File: src/sv/tli_pkg.sv
// shared types and constants for the table linear interpolator
package tli_pkg;
	localparam int MaxPoints = 64;
	localparam int IdxW = $clog2(MaxPoints);
	localparam int CntW = 7;
	localparam int QDepth = 2;

	typedef enum logic [1:0] {
		ST_OK = 2'd0,
		ST_FEW = 2'd1,
		ST_NONINC = 2'd2,
		ST_OVF = 2'd3
	} status_t;

	typedef enum logic {
		OP_LOAD = 1'b0,
		OP_EVAL = 1'b1
	} op_t;

	// item handed from the front to the back
	typedef struct packed {
		logic op;
		logic [IdxW-1:0] point_index;
		logic signed [31:0] x_value;
		logic signed [31:0] y_value;
	} item_t;

	typedef enum logic [3:0] {
		BK_IDLE,
		BK_RD_FIRST,
		BK_RD_LAST,
		BK_CHK_ENDS,
		BK_SEARCH_RD,
		BK_SEARCH_CMP,
		BK_RD_SEG_LO,
		BK_RD_SEG_HI,
		BK_PREP,
		BK_MUL,
		BK_DIV,
		BK_ROUND,
		BK_DONE
	} bk_state_t;
endpackage

File: src/sv/tli_front.sv
// front: accepts items and queues them for the back
module tli_front (
	input logic clk,
	input logic arst_n,
	input logic start,
	output logic busy,
	input logic op,
	input logic [tli_pkg::IdxW-1:0] point_index,
	input logic signed [31:0] x_value,
	input logic signed [31:0] y_value,
	output logic q_valid,
	output tli_pkg::item_t q_item,
	input logic q_pop
);
	import tli_pkg::*;

	item_t mem_q [QDepth];
	logic [$clog2(QDepth)-1:0] wr_q, rd_q;
	logic [$clog2(QDepth):0] cnt_q;
	logic push;

	// queue is full when all slots are taken
	assign busy = (cnt_q == ($clog2(QDepth)+1)'(QDepth));
	assign push = start && !busy;
	assign q_valid = (cnt_q != '0);
	assign q_item = mem_q[rd_q];

	// pointers and fill count
	always_ff @(posedge clk or negedge arst_n) begin
		if (!arst_n) begin
			wr_q <= '0;
			rd_q <= '0;
			cnt_q <= '0;
		end else begin
			if (push) wr_q <= wr_q + 1'b1;
			if (q_pop) rd_q <= rd_q + 1'b1;
			cnt_q <= cnt_q + (push ? 1'b1 : 1'b0) - (q_pop ? 1'b1 : 1'b0);
		end
	end

	// queue storage
	always_ff @(posedge clk) begin
		if (push) mem_q[wr_q] <= '{op: op, point_index: point_index,
			x_value: x_value, y_value: y_value};
	end
endmodule

File: config.mk
export PLATFORM = sky130hd
export DESIGN_NAME = tli_front
export DESIGN_NICKNAME = d
export VERILOG_FILES = /design/src/sv/tli_pkg.sv /design/src/sv/tli_front.sv
export SDC_FILE = /design/constraint.sdc
export NUM_CORES = 1
export LEC_CHECK = 0
export BUFFER_PORTS_ARGS = -buffer_cell sky130_fd_sc_hd__buf_4
export CAP_MARGIN = 20
export CORE_MARGIN = 2
export CORE_UTILIZATION = 30
export DETAILED_ROUTE_END_ITERATION = 6
export PLACE_DENSITY = 0.49
export SYNTH_ARGS = -nofsm -noshare
export SYNTH_HDL_FRONTEND = slang
export SYNTH_SLANG_ARGS = --single-unit
File: constraint.sdc
create_clock -name clk -period 4.35 [get_ports clk]
set_input_delay 0.87 -clock clk [delete_from_list [all_inputs] [get_ports clk]]
set_output_delay 0.87 -clock clk [all_outputs]
set_load 0.02 [all_outputs]
=== Word-level counts from Yosys, hierarchy flattened ===
Memories as Yosys holds them, arrays and structs flattened.
Index checks and enable logic that the tools add are counted.

* Register bits after elaboration: 4
* RAM bits: 142
* Output and inout bits: 73
* Memories kept: 1

{| class="wikitable"
|+ Memories
! memory !! depth !! width !! read ports !! clocked after Yosys merged registers in !! write ports !! RTL line !! source
|-
| mem_q || 2 || 71 || 1 || 0 || 1 || tli_front.sv:17 || <nowiki>item_t mem_q [QDepth];</nowiki>
|}

* Add/subtract/negate cells: 4
* Equal/unequal tests: 1
* Muxes and demuxes: 4
* Reduce and logical (&&, ||, !) cells: 3

{| class="wikitable"
|+ Operators with widths
! kind !! number
|-
| $mux W1 || 4
|-
| $add A1 B1 Y1 const B || 2
|-
| $add A2 B1 Y2 || 1
|-
| $eq A2 B2 Y1 const B || 1
|-
| $reduce_bool A2 Y1 || 1
|-
| $sub A2 B1 Y2 || 1
|-
| $logic_and A1 B1 Y1 || 1
|-
| $logic_not A1 Y1 || 1
|}

=== Logic depth before layout (Yosys ltp) ===
* Depth in word-level cells: 6
* Gate-level depth with buffers: 7

=== Worst setup path after synthesis ===
No wires, ideal clock.

* Path kind: input to register
* Start point: input start
* End point: memory mem_q[0][0] in the netlist's numbering (enable)
* Setup time: 0.500 ns
* Data arrival time: 3.928 ns
* Path slack: -0.079 ns
* Stages on the path: 2
* Buffers on the path: 0
* Cell sequence: nand2_1 > nor2_1

* Longest elaborated chain between the ends: 3

{| class="wikitable"
|+ Ends and longest elaborated chain
! what !! RTL line !! source
|-
| start, declared || tli_front.sv:5 || <nowiki>input logic start,</nowiki>
|-
| $logic_and A1 B1 Y1 || tli_front.sv:24 || <nowiki>assign push = start && !busy;</nowiki>
|-
| $mux W1 || tli_front.sv:43 || <nowiki>if (push) mem_q[wr_q] <= '{op: op, point_index: point_index,</nowiki>
|-
| $mux W1 (implied by the code) || tli_front.sv:43 ||
|-
| end, declared || tli_front.sv:17 ||
|}

Every way passes these cells.

==> impl_results.md <==
- ANT nets after route: 0
- Slew @ Worst Pin: 0.764 ns
- Status: finished clean
- Netlist Area Pre-Place: 0.00567 mm²
- Share of layout cells above drive strength 1: 60.8%
- Flop pwr share: 39.6%
- FP Rows: 50
- Cts bufs inserted: 17
- Yosys warning count: 0
- Worst Clk Skew: 0.0107 ns
- Peak supply drop: 0.000268 V
- Top delay family on crit path: flip-flops
- Vias/cell: 4.26
- Simple logic cell fraction of the synthesized area: 0.464%
- Post-Layout Cell Count: 647
- Initial antenna violation count: 0
- PortBufs: 147
- Total GRT Usage: 11.0%
- Crit end category: primary output
- Crit path max fanout: 41
- Average routed wire per standard cell: 16.5 µm
- DP Worst Slack: 1.71 ns
- Commonest non-fill, non-tap cell in the layout: buf_4
- Top-area cell type share of the netlist area: 75.2%
- FF-to-FF setup slack: 2.27 ns
- Worst-path cell with the longest stage delay: dfrtp_4
- Synth area leader: edfxtp_1
- First-pass DRT Iterations: 4
- Max Slew Vio Count: 0
- Maximum buffer depth of the clock tree: 2
- Critical Path AT: 2.19 ns
- CP startpoint kind: register
- Clock sinks: 146
- Clk root buf: clkbuf_16
- Setup WS post-layout: 1.29 ns
- Combinational Power Share: 36.4%
- Hold Vio Cnt, Final: 0
- Core Footprint: 0.0186 mm²
- Worst setup path startpoint: rd_q
- Final Cycle Share: 70.3%
- Reg-to-Reg Start: cnt_q[1]
- Unrepaired setup endpoints after global routing: false
- Placed insts: 614
- Setup TNS: 0 ns
- P_sw: 1.66 mW
- Mux cell area share after synthesis: 18.7%
- Pleak: 2.97 nW
- Layout Nets: 477
- Area grow syn2layout: 32.3%
- Commonest cells after routing, fill and taps aside: buf_4, edfxtp_1, mux2_4, clkbuf_16, clkinv_1
- Vias in the first global route: 3,014
- Final Setup Violations: 0
- Post-Synthesis Cells: 238
- Xor/xnor share of the synthesized area: 0.618%
- First-pass GRT wire length: 16.2 mm
- H-tree depth: 4
- CTS Hold Bufs: 0
- WP buf/inv: 2
- Clock power share: 24.0%
- Post-route design area: 0.00750 mm²
- # IOs: 148
- Synthesized-area fraction occupied by adder cells: 0.442%
- Fmax: 327 MHz
- DR DRC count: 0
- Max_cap viols: 0
- Switching portion of total power: 31.4%
- Die Area: 0.0200 mm²
- CP max stage delay: 0.84 ns
- Post_cts resized: 0
- Final min period: 3.06 ns
- Pint: 3.61 mW
- CTS tree: yes
- Post-DP HPWL: 6.81 mm
- Worst-path clk slew: 0.06 ns
- Routed WL: 10.7 mm
- Via count: 2,754
- Detailed Route Iter0 Violations: 104
- Post-Syn Nets: 315
- CP required: 3.48 ns
- Rel. slew slack: 48.9%
- Largest family of logic cells by synthesized area: multiplexers
- Mean post-synth cell area: 23.8 µm²
- # diodes: 0
- Synth Register Bits: 146
- FF-to-FF End: mem_q[0][24]
- Setup CP Type: reg2out
- Largest net degree at the start of global routing: 72
- Hold Crit Class: in2async
- Setup Fix Bufs, Post-CTS: 0
- R2R depth: 4
- Initial Utilization: 30.4%
- Worst skew pair latency: 0.42 ns
- Synth Area in Compound Gates: 0%
- Dominant cells by area after synthesis: edfxtp_1, mux2_4, buf_12
- Placed cell area: 0.00698 mm²
- Gr ovfl total: 0
- Die height: 141 µm
- Critical path cell sequence: buf_12 > mux2_4 > buf_4
- Yosys cell types: 15
- Die Wd: 141 µm
- Power Density: 703 mW/mm²
- Post-synthesis sequential area ratio: 77.0%
- RePlAce Congestion: 0.667
[power groups by stage]
stage	combinational, mW	clock (mW)	sequential (mW)
global placement	1.93	0	2.11
finish	1.92	1.27	2.09
global route	2.05	1.37	2.12
floorplan	1.44	0	2.03
CTS	1.95	1.30	2.10
detailed placement	1.94	0	2.13
[state kept, by name, indices dropped and copies added, names as in the netlist]
| register | flops |
|---|---|
| cnt_q | 2 |
| mem_q | 142 |
| rd_q | 1 |
| wr_q | 1 |
[through the flow]
step | hold WS (ns) | utilization (%) | power, mW
3_5_place_dp | 0.493 | 37.4 | 4.08
5_1_grt | 0.211 | 40.2 | 5.54
6_report | 0.231 | 40.2 | 5.27
2_1_floorplan | 0.460 | - | 3.47
4_1_cts | 0.216 | 40.1 | 5.36
3_3_place_gp | 0.479 | 37.4 | 4.05
[final cells by class]
class,instances,area (µm²)
fill,1713,11100
clock inverter,13,70.1
sequential,146,4370
multi-input combinational,82,1160
inverter,2,7.51
timing repair buffer,151,1170
clock buffer,19,433
tap,234,293
[metal layers]
metal	vias up	routed length, µm	global-route usage [%]
met1	1374	4300	12.5
met3	19	767	4.62
met5	-	0	0
met4	0	229	5.68
li1	1262	-	-
met2	99	5360	18.0
[how the worst max path moves through the flow]
| stage | end | cells past startpoint | slack, ns |
|---|---|---|---|
| 6_report | q_item[20] | 3 | 1.29 |
| 5_1_grt | q_item[13] | 3 | 1.19 |
| 4_1_cts | q_item[24] | 3 | 1.24 |
| 3_5_place_dp | q_item[24] | 3 | 1.71 |
| 3_3_place_gp | q_item[20] | 3 | 1.72 |
| 2_1_floorplan | mem_q[0][0] | 2 | 1.11 |
[synth_stat cells, drive strengths merged]
cell type  count
or2            1
nor2           1
edfxtp       142
mux2          71
ha             2
nand2b         1
inv            2
buf            8
dfrtp          4
xor2           1
xnor2          3
and3           1
nand2          1
[logic make-up after synthesis]
kind of cell / count (synthesis)
and+or+nand+nor: 5
muxes: 71
DFF: 146
xor gates and xnor gates: 4
buffers and inverters: 10
adders and majority gates: 2
Power figures use the tool's default switching activity.
